<file path="src/hdl/tem_pkg.sv">
`default_nettype none
// ---------------------------------------------------------------------------
// tem_pkg: shared types and constants for the text extent measure block
// Field widths, command and register codes, and the lookup result bundle.
// ---------------------------------------------------------------------------
package tem_pkg;

    localparam int DEFAULT_TABLE_DEPTH = 256;
    localparam int DEFAULT_ACC_WIDTH   = 24;

    localparam int CODE_W     = 16;
    localparam int ADV_W      = 16;
    localparam int INDEX_W    = 8;
    localparam int COUNT_W    = 9;
    localparam int HEIGHT_W   = 16;
    localparam int OUT_W      = 24;
    localparam int CFG_IDX_W  = 2;
    localparam int CFG_DATA_W = 16;

    localparam logic CMD_LOAD = 1'b0;
    localparam logic CMD_CHAR = 1'b1;

    localparam logic [CODE_W-1:0] NEWLINE_CODE = 16'd10;
    localparam logic [CODE_W-1:0] END_CODE     = 16'd0;

    localparam logic [CFG_IDX_W-1:0] REG_GLYPH_COUNT   = 2'd0;
    localparam logic [CFG_IDX_W-1:0] REG_MISSING_INDEX = 2'd1;
    localparam logic [CFG_IDX_W-1:0] REG_FONT_HEIGHT   = 2'd2;
    localparam logic [CFG_IDX_W-1:0] REG_LINE_SPACING  = 2'd3;

    // Lookup completion: pulse plus the advance that was selected
    typedef struct packed {
        logic             done;
        logic [ADV_W-1:0] adv;
    } lookup_res_t;

endpackage
`default_nettype wire

</file>
<file path="src/hdl/tem_lookup.sv">
`default_nettype none
// ---------------------------------------------------------------------------
// tem_lookup: binary search sequencer over the glyph store
// Probes the low end, the high end, then halves the range, one read a cycle,
// with a single compare unit; falls back to the missing-glyph advance.
// ---------------------------------------------------------------------------
module tem_lookup #(
    parameter int TABLE_DEPTH = tem_pkg::DEFAULT_TABLE_DEPTH,
    parameter int AW          = $clog2(tem_pkg::DEFAULT_TABLE_DEPTH)
) (
    input  wire logic                        clk,
    input  wire logic                        rst_n,
    input  wire logic                        start,
    input  wire logic [tem_pkg::CODE_W-1:0]  key,
    input  wire logic [tem_pkg::COUNT_W-1:0] glyph_count,
    input  wire logic [tem_pkg::INDEX_W-1:0] missing_index,
    output logic                             busy,
    output tem_pkg::lookup_res_t             res,
    output logic                             rd_en,
    output logic      [AW-1:0]               rd_addr,
    input  wire logic [tem_pkg::CODE_W-1:0]  rd_code,
    input  wire logic [tem_pkg::ADV_W-1:0]   rd_adv
);

    localparam logic [2:0] ST_IDLE  = 3'd0;
    localparam logic [2:0] ST_LO    = 3'd1;
    localparam logic [2:0] ST_HI    = 3'd2;
    localparam logic [2:0] ST_MID   = 3'd3;
    localparam logic [2:0] ST_FINAL = 3'd4;
    localparam logic [2:0] ST_MISS  = 3'd5;

    logic [2:0]                 state_reg, state_next;
    logic [tem_pkg::CODE_W-1:0] key_reg, key_next;
    logic [AW-1:0]              lo_reg, lo_next;
    logic [AW-1:0]              hi_reg, hi_next;
    logic                       lo_below_reg, lo_below_next;

    logic [31:0]   count_clip;
    logic [AW-1:0] hi_start;
    logic          count_zero;
    logic          miss_ok;
    logic [AW-1:0] miss_addr;
    logic [AW-1:0] mid;
    logic [AW-1:0] nlo, nhi, nmid, nspan;
    logic          eq, lt;

    assign count_clip = (32'(glyph_count) > 32'(TABLE_DEPTH)) ? 32'(TABLE_DEPTH)
                                                               : 32'(glyph_count);
    assign hi_start   = AW'(count_clip - 32'd1);
    assign count_zero = (glyph_count == '0);
    assign miss_ok    = (32'(missing_index) < 32'(TABLE_DEPTH));
    assign miss_addr  = AW'(missing_index);

    // Shared compare unit
    assign eq = (rd_code == key_reg);
    assign lt = (rd_code < key_reg);

    assign mid   = lo_reg + ((hi_reg - lo_reg) >> 1);
    assign nlo   = lt ? mid : lo_reg;
    assign nhi   = lt ? hi_reg : mid;
    assign nspan = nhi - nlo;
    assign nmid  = nlo + (nspan >> 1);

    assign busy = (state_reg != ST_IDLE);

    always_comb
    begin
        state_next    = state_reg;
        key_next      = key_reg;
        lo_next       = lo_reg;
        hi_next       = hi_reg;
        lo_below_next = lo_below_reg;
        rd_en         = 1'b0;
        rd_addr       = '0;
        res.done      = 1'b0;
        res.adv       = rd_adv;
        case (state_reg)
            ST_IDLE:
            begin
                if (start)
                begin
                    key_next = key;
                    lo_next  = '0;
                    hi_next  = hi_start;
                    rd_en    = 1'b1;
                    if (count_zero)
                    begin
                        rd_addr    = miss_addr;
                        state_next = ST_MISS;
                    end
                    else
                    begin
                        rd_addr    = '0;
                        state_next = ST_LO;
                    end
                end
            end
            ST_LO:
            begin
                if (eq)
                begin
                    res.done   = 1'b1;
                    state_next = ST_IDLE;
                end
                else
                begin
                    lo_below_next = lt;
                    rd_en         = 1'b1;
                    rd_addr       = hi_reg;
                    state_next    = ST_HI;
                end
            end
            ST_HI:
            begin
                if (eq)
                begin
                    res.done   = 1'b1;
                    state_next = ST_IDLE;
                end
                else
                begin
                    rd_en   = 1'b1;
                    rd_addr = mid;
                    if ((hi_reg > AW'(1)) && lo_below_reg && !lt)
                        state_next = ST_MID;
                    else
                        state_next = ST_FINAL;
                end
            end
            ST_MID:
            begin
                if (eq)
                begin
                    res.done   = 1'b1;
                    state_next = ST_IDLE;
                end
                else
                begin
                    // Both ends stay strictly around the key; only the span decides
                    lo_next = nlo;
                    hi_next = nhi;
                    rd_en   = 1'b1;
                    rd_addr = nmid;
                    if (nspan > AW'(1))
                        state_next = ST_MID;
                    else
                        state_next = ST_FINAL;
                end
            end
            ST_FINAL:
            begin
                if (eq)
                begin
                    res.done   = 1'b1;
                    state_next = ST_IDLE;
                end
                else
                begin
                    rd_en      = 1'b1;
                    rd_addr    = miss_addr;
                    state_next = ST_MISS;
                end
            end
            ST_MISS:
            begin
                res.done   = 1'b1;
                res.adv    = miss_ok ? rd_adv : '0;
                state_next = ST_IDLE;
            end
            default:
            begin
                state_next = ST_IDLE;
            end
        endcase
    end

    always_ff @(posedge clk or negedge rst_n)
    begin
        if (!rst_n)
        begin
            state_reg    <= ST_IDLE;
            lo_below_reg <= 1'b0;
        end
        else
        begin
            state_reg    <= state_next;
            lo_below_reg <= lo_below_next;
        end
    end

    always_ff @(posedge clk)
    begin
        key_reg <= key_next;
        lo_reg  <= lo_next;
        hi_reg  <= hi_next;
    end

`ifndef SYNTHESIS
    a_start_when_idle: assert property (@(posedge clk) disable iff (!rst_n)
        start |-> (state_reg == ST_IDLE))
        else $error("lookup started while busy");

    a_mid_span_open: assert property (@(posedge clk) disable iff (!rst_n)
        (state_reg == ST_MID) |-> (lo_reg < hi_reg))
        else $error("search range collapsed inside halving loop");

    a_done_returns_idle: assert property (@(posedge clk) disable iff (!rst_n)
        res.done |=> (state_reg == ST_IDLE))
        else $error("lookup kept running after completion");
`endif

endmodule
`default_nettype wire

</file>
<file path="config.mk">
export PLATFORM = sky130hd
export DESIGN_NAME = tem_lookup
export DESIGN_NICKNAME = d
export VERILOG_FILES = /design/src/hdl/tem_pkg.sv /design/src/hdl/tem_lookup.sv
export SDC_FILE = /design/constraint.sdc
export NUM_CORES = 1
export LEC_CHECK = 0
export ABC_AREA = 1
export ABC_CLOCK_PERIOD_IN_PS = 6250
export BUFFER_PORTS_ARGS = -buffer_cell sky130_fd_sc_hd__buf_2
export CAP_MARGIN = 20
export CORE_MARGIN = 10
export CORE_UTILIZATION = 50
export CTS_BUF_LIST = sky130_fd_sc_hd__clkbuf_4 sky130_fd_sc_hd__clkbuf_8
export DETAILED_ROUTE_END_ITERATION = 8
export PLACE_DENSITY_LB_ADDON = 0.15
export SETUP_SLACK_MARGIN = 0.3
export SLEW_MARGIN = 15
export SYNTH_ARGS = -nofsm -noshare
export SYNTH_HDL_FRONTEND = slang
export SYNTH_SLANG_ARGS = --single-unit
</file>
<file path="constraint.sdc">
create_clock -name clk -period 6.25 [get_ports clk]
set_clock_uncertainty 0.15 [all_clocks]
set_input_delay 1.25 -clock clk [delete_from_list [all_inputs] [get_ports clk]]
set_output_delay 1.25 -clock clk [all_outputs]
set_load 0.02 [all_outputs]
</file>
### Yosys cells after proc, flatten, opt, wreduce, memory -nomap -nowiden

Cells that the tools add are included.

| cells by class | value |
|---|---|
| add/subtract/negate cells | 5 |
| $lt $le $gt $ge | 4 |
| eq/ne operators | 8 |
| multiplexer cells | 30 |
| bitwise operators | 1 |
| reduce and logical (&&, ||, !) cells | 11 |

Operators by type and width:

| kind | count |
|---|---|
| 2-to-1 mux 8 bit | 13 |
| one-hot mux 8 bit (5 select lines) | 1 |
| one-hot mux 8 bit (2 select lines) | 2 |
| 2-to-1 mux 3 bit | 7 |
| adder 8 x 7 -> 8 bit | 2 |
| equality test 16 bit | 1 |
| greater-than comparator 8 x 1 -> 1 bit (second input constant) | 2 |
| less-than comparator 16 bit | 1 |
| subtractor 8 bit | 2 |
| one-hot mux 3 bit (5 select lines) | 1 |
| greater-than comparator 9 bit (second input constant) | 1 |
| logical NOT 9 bit | 1 |
| subtractor 8 x 1 -> 8 bit (second input constant) | 1 |
| equality test 3 x 2 -> 1 bit (second input constant) | 2 |
| equality test 3 bit (second input constant) | 2 |
| != test 2 bit (second input constant) | 2 |
| one-hot mux 1 bit (2 select lines) | 2 |
| AND reduction 2 bit | 2 |
| OR reduction 4 bit | 1 |
| equality test 3 x 1 -> 1 bit (second input constant) | 1 |
| logical NOT 3 bit | 1 |
| 2-to-1 mux 1 bit | 3 |
| AND reduction 3 bit | 1 |
| nonzero test 3 bit | 1 |
| other kinds (5) | 6 |

| storage, ports and cells | value |
|---|---|
| flip-flop bits (word level) | 36 |
| bits of input ports | 68 |
| output and inout port bits | 27 |
| word-level logic and storage cells | 64 |

### Logic depth before layout (Yosys ltp)

| logic depth | value |
|---|---|
| depth after elaboration | 8 |
| depth in mapped cells | 33 |
| gate-level depth less buffers | 32 |

### Worst setup path after synthesis

Ideal clock, no wire load.

| timing | value |
|---|---|
| path kind | in2out |
| start | input rd_code[13] (netlist name) |
| end | output rd_addr[7] |
| arrival time | 5.272 ns |
| required time | 4.850 ns |
| path slack | -0.422 ns |
| stages on the path | 26 |
| path buffers | 1 |
| cells stage by stage | ha_1 nand2_1 inv_1 o21ai_2 nand2_2 nor2_8 nand2_8 buf_2 o21ai_0 inv_1 ha_1 nand2_1 nor2_1 a211oi_1 xor2_1 inv_1 ha_1 a21oi_1 nand2_1 a21oi_1 nor2_1 o21ai_0 nand2_1 a21oi_1 xor2_1 o211ai_1 |

| on the way | value |
|---|---|
| longest elaborated chain between the ends | 6 |
| elaborated cells on any way between the ends | 11 |
| those cells by class | add/sub (2); order compare (1); eq/ne (1); mux (7) |

RTL lines:

| item | RTL line | source |
|---|---|---|
| from (decl) | tem_lookup.sv:21 | `input wire logic [tem_pkg::CODE_W-1:0] rd_code,` |
| less-than comparator 16 bit * | tem_lookup.sv:56 | `assign lt = (rd_code < key_reg);` |
| 2-to-1 mux 8 bit * | tem_lookup.sv:59 | `assign nlo = lt ? mid : lo_reg;` |
| net nlo[1] | tem_lookup.sv:44 | `logic [AW-1:0] nlo, nhi, nmid, nspan;` |
| subtractor 8 bit | tem_lookup.sv:61 | `assign nspan = nhi - nlo;` |
| adder 8 x 7 -> 8 bit * | tem_lookup.sv:62 | `assign nmid = nlo + (nspan >> 1);` |
| 2-to-1 mux 8 bit * | tem_lookup.sv:132 | `if (eq)` |
| one-hot mux 8 bit (5 select lines) * | tem_lookup.sv:77 | `case (state_reg)` |
| to (decl) | tem_lookup.sv:20 | `output logic [AW-1:0] rd_addr,` |

The timed path passes the listed nets; every way through them passes the cells marked *.

### Worst setup path after layout

| timing | value |
|---|---|
| start | input rd_code[10] (netlist name) |
| end | output rd_addr[3] |

The elaborated chain is that of the path after synthesis.

==> impl_metrics.py <==
metrics = {
    "grt": {
        "grt_max_degree": 18,
        "antenna_found_initial": 0,
        "first_global_vias": 3946,
        "grt_use_total": 0.198,
        "grt-ovfl-total": 0,
        "grt_pass1_wl_um": 18400,
    },
    "logic_synthesis": {
        "yosys.area.top_type": "edfxtp_1",
        "ys_warn_count": 0,
        "yosysTopAreaCellShare": 0.256,
        "synthArstFlopShare": 0.111,
        "synth_edf_count": 32,
        "synth_area_per_cell_um2": 7.58,
        "synth_nets": 612,
        "synth-seq-area-share": 0.282,
        "yosysUniqueCellTypes": 46,
        "netlist_area_um2": 3760,
        "netlist_instances": 496,
        "synth_area_leaders": "edfxtp_1 26%, ha_1 15%, nand2_1 12%, inv_1 8.4%, nor2_1 3.7%",
        "synthFlopType": "edfxtp_1",
        "synth-seq-cells": 36,
    },
    "sta": {
        "finalMaxSlewViolations": 0,
        "hold_violations": 0,
        "rsz0062_at_grt": "yes",
        "layout_min_cycle_time_ns": 6.44,
        "fin_crit_sh": 1.03,
        "worst_slew_pin_slew_ns": 0.770,
        "setup_viol": 4,
        "fmax_mhz": 155,
        "layout_setup_ws_ns": -0.195,
        "maxSlewHeadroom": 0.486,
    },
    "setup_path": {
        "cp_data_arrival_time_ns": 5.04,
        "crit_path_end_kind": "output pin",
        "path_common_cell": "buf_4",
        "crit_family": "buffers and inverters",
        "crit_path_max_fanout": 8,
        "slowest_stage": "fa_2",
        "slowest_delay_ns": 0.42,
        "worst-path-buf-inv": 9,
        "cp-startpoint": "rd_code[10]",
        "cp.required_ns": 4.85,
        "critPathKind": "in2out",
        "path_cells": "buf_2 > ha_4 > nand2_2 > inv_2 > nand2_2 > nor3_4 > nand2_4 > nand2_8 > nand2_4 > o21ai_4 > inv_2 > buf_6 > fa_2 > xor2_2 > ha_1 > nand3_1 > nand2_2 > buf_4 > buf_4 > buf_4 > buf_4 > xnor2_1 > o2111ai_1 > buf_4",
        "rr_startpoint": "hi_reg[1]$_DFFE_PP_",
        "cp-start-kind": "primary input",
    },
    "layout": {
        "diodes": 0,
        "final_common_cell": "nand2_1",
        "utilization": 0.753,
        "layout-drive-gt1-share": 0.442,
        "largest_register_ffs": 16,
        "post-route-cell-area_um2": 5490,
        "area_growth_pct": 46.0,
        "fillers": 507,
        "final_cell_mix": "95 x nand2_1, 76 x inv_1, 74 x buf_4",
        "fin_nets": 741,
    },
    "worst_hold_path": {
        "hold_class": "reg2reg",
        "hold_start": "lo_below_reg$_DFFE_PN0P_",
    },
    "clocking": {
        "clockBufferDepth": 2,
        "cts_tree": "yes",
        "clkLatencyLatePin_ns": 0.30,
        "cts-root-buf": "clkbuf_8",
        "path_clk_slew_ns": 0.08,
        "htreeDepth": 2,
        "clock-sinks": 36,
        "cts_inserted_buffers": 5,
    },
    "die": {
        "die_x_um": 107,
        "coreArea_um2": 7290,
        "initial_core_util": 0.516,
        "fp.dieH_um": 107,
        "io_pins": 95,
        "num_rows": 31,
        "die_area_um2": 11400,
    },
    "placed_design": {
        "dp_hpwl_um": 8440,
        "dpl_cell_area_um2": 4470,
        "io_buffer_count": 62,
        "gp_congestion": 0.936,
    },
    "status": {
        "violations": "setup timing",
        "outcome": "finished, violations left",
    },
    "drt": {
        "drt-vias-per-instance": 5.55,
        "dr.pass1.iters": 5,
        "drc": 0,
        "antenna_left": 0,
        "vias": 4021,
        "wirelength_um": 12900,
        "drt-wirelength-per-cell_um": 17.8,
        "drtIter0Drc": 420,
    },
    "run": {
        "max-cap-violations": 0,
    },
}
[worst paths after layout]
path,to,slack [ns],depth (start not counted)
max,rd_addr[3],-0.19,24
min,lo_below_reg$_DFFE_PN0P_,0.36,2
max reg2reg,state_reg[1]$_DFFE_PN0P_,1.78,23
min reg2reg,lo_below_reg$_DFFE_PN0P_,0.36,2
max in group asynchronous,state_reg[0]$_DFFE_PN0P_,5.22,1
min in group asynchronous,lo_below_reg$_DFFE_PN0P_,0.59,1
[what timing repair did]
item / CTS / global route
gates resized for setup: 54 / 74
cloned: 1 / 0
hold buffers: 0 / 0
pin swaps: 40 / 35
setup buffers: 25 / 11
endpoints found under the setup margin: 6 / 7
[Yosys cell counts, drive strengths merged, types with 2 or more instances]
library cell  instances
nand2               127
inv                  89
ha                   44
nor2                 42
edfxtp               32
o21ai                27
a21oi                26
nand3                26
buf                  18
xor2                 12
xnor2                 9
o2111ai               6
dfrtp                 4
fa                    4
nor3                  4
nand4                 3
nor3b                 3
nor4                  3
a211oi                2
a21o                  2
a22oi                 2
o211ai                2
[layer usage]
layer / track usage / wire [um] / vias to the layer above
met5: 0 / 0 / -
met4: 0.0832 / 649 / 0
met3: 0.0299 / 917 / 68
met2: 0.368 / 6540 / 213
met1: 0.217 / 4830 / 1883
li1: - / - / 1857
[cell families (layout without fill, tap and decap cells)]
logic type / after synthesis / in the layout / share of synthesized area
AOI/OAI and AO/OA: 71 / 71 / 0.114
adders and majority gates: 48 / 48 / 0.168
xor gates and xnor gates: 21 / 21 / 0.0509
and+or+nand+nor: 211 / 212 / 0.260
DFF: 36 / 36 / 0.282
buffers and inverters: 109 / 238 / 0.125
[tightest hold or removal path: stages, from the launching register on]
cell     delay, ns
dfrtp_1       0.36
nand2_1       0.06
o21ai_0       0.06
[final cells by class]
| cell class | count | area (um2) | area share |
|---|---|---|---|
| inverters | 90 | 343 | 0.0625 |
| repair buffers | 140 | 1000 | 0.182 |
| clock inverters | 3 | 42.5 | 0.00775 |
| well taps | 99 | 124 | 0.0226 |
| clock buffers | 5 | 68.8 | 0.0125 |
| multi-input cells | 352 | 2850 | 0.519 |
| flip-flops and latches | 36 | 1060 | 0.193 |
[stage by stage]
stage / hold WS (ns) / cells / TNS, ns / setup WS [ns]
6_report: 0.362 / 725 / -0.650 / -0.195
5_1_grt: 0.396 / 725 / -1.36 / -0.410
4_1_cts: 0.348 / 714 / -0.0834 / -0.0734
3_5_place_dp: 0.328 / 680 / -0.493 / -0.257
3_3_place_gp: 0.322 / 680 / -0.293 / -0.192
2_1_floorplan: 0.303 / 496 / -0.0384 / -0.0384
Power is not shown: default switching activity piles up to over one toggle a cycle in this logic, so the estimate is an artifact.
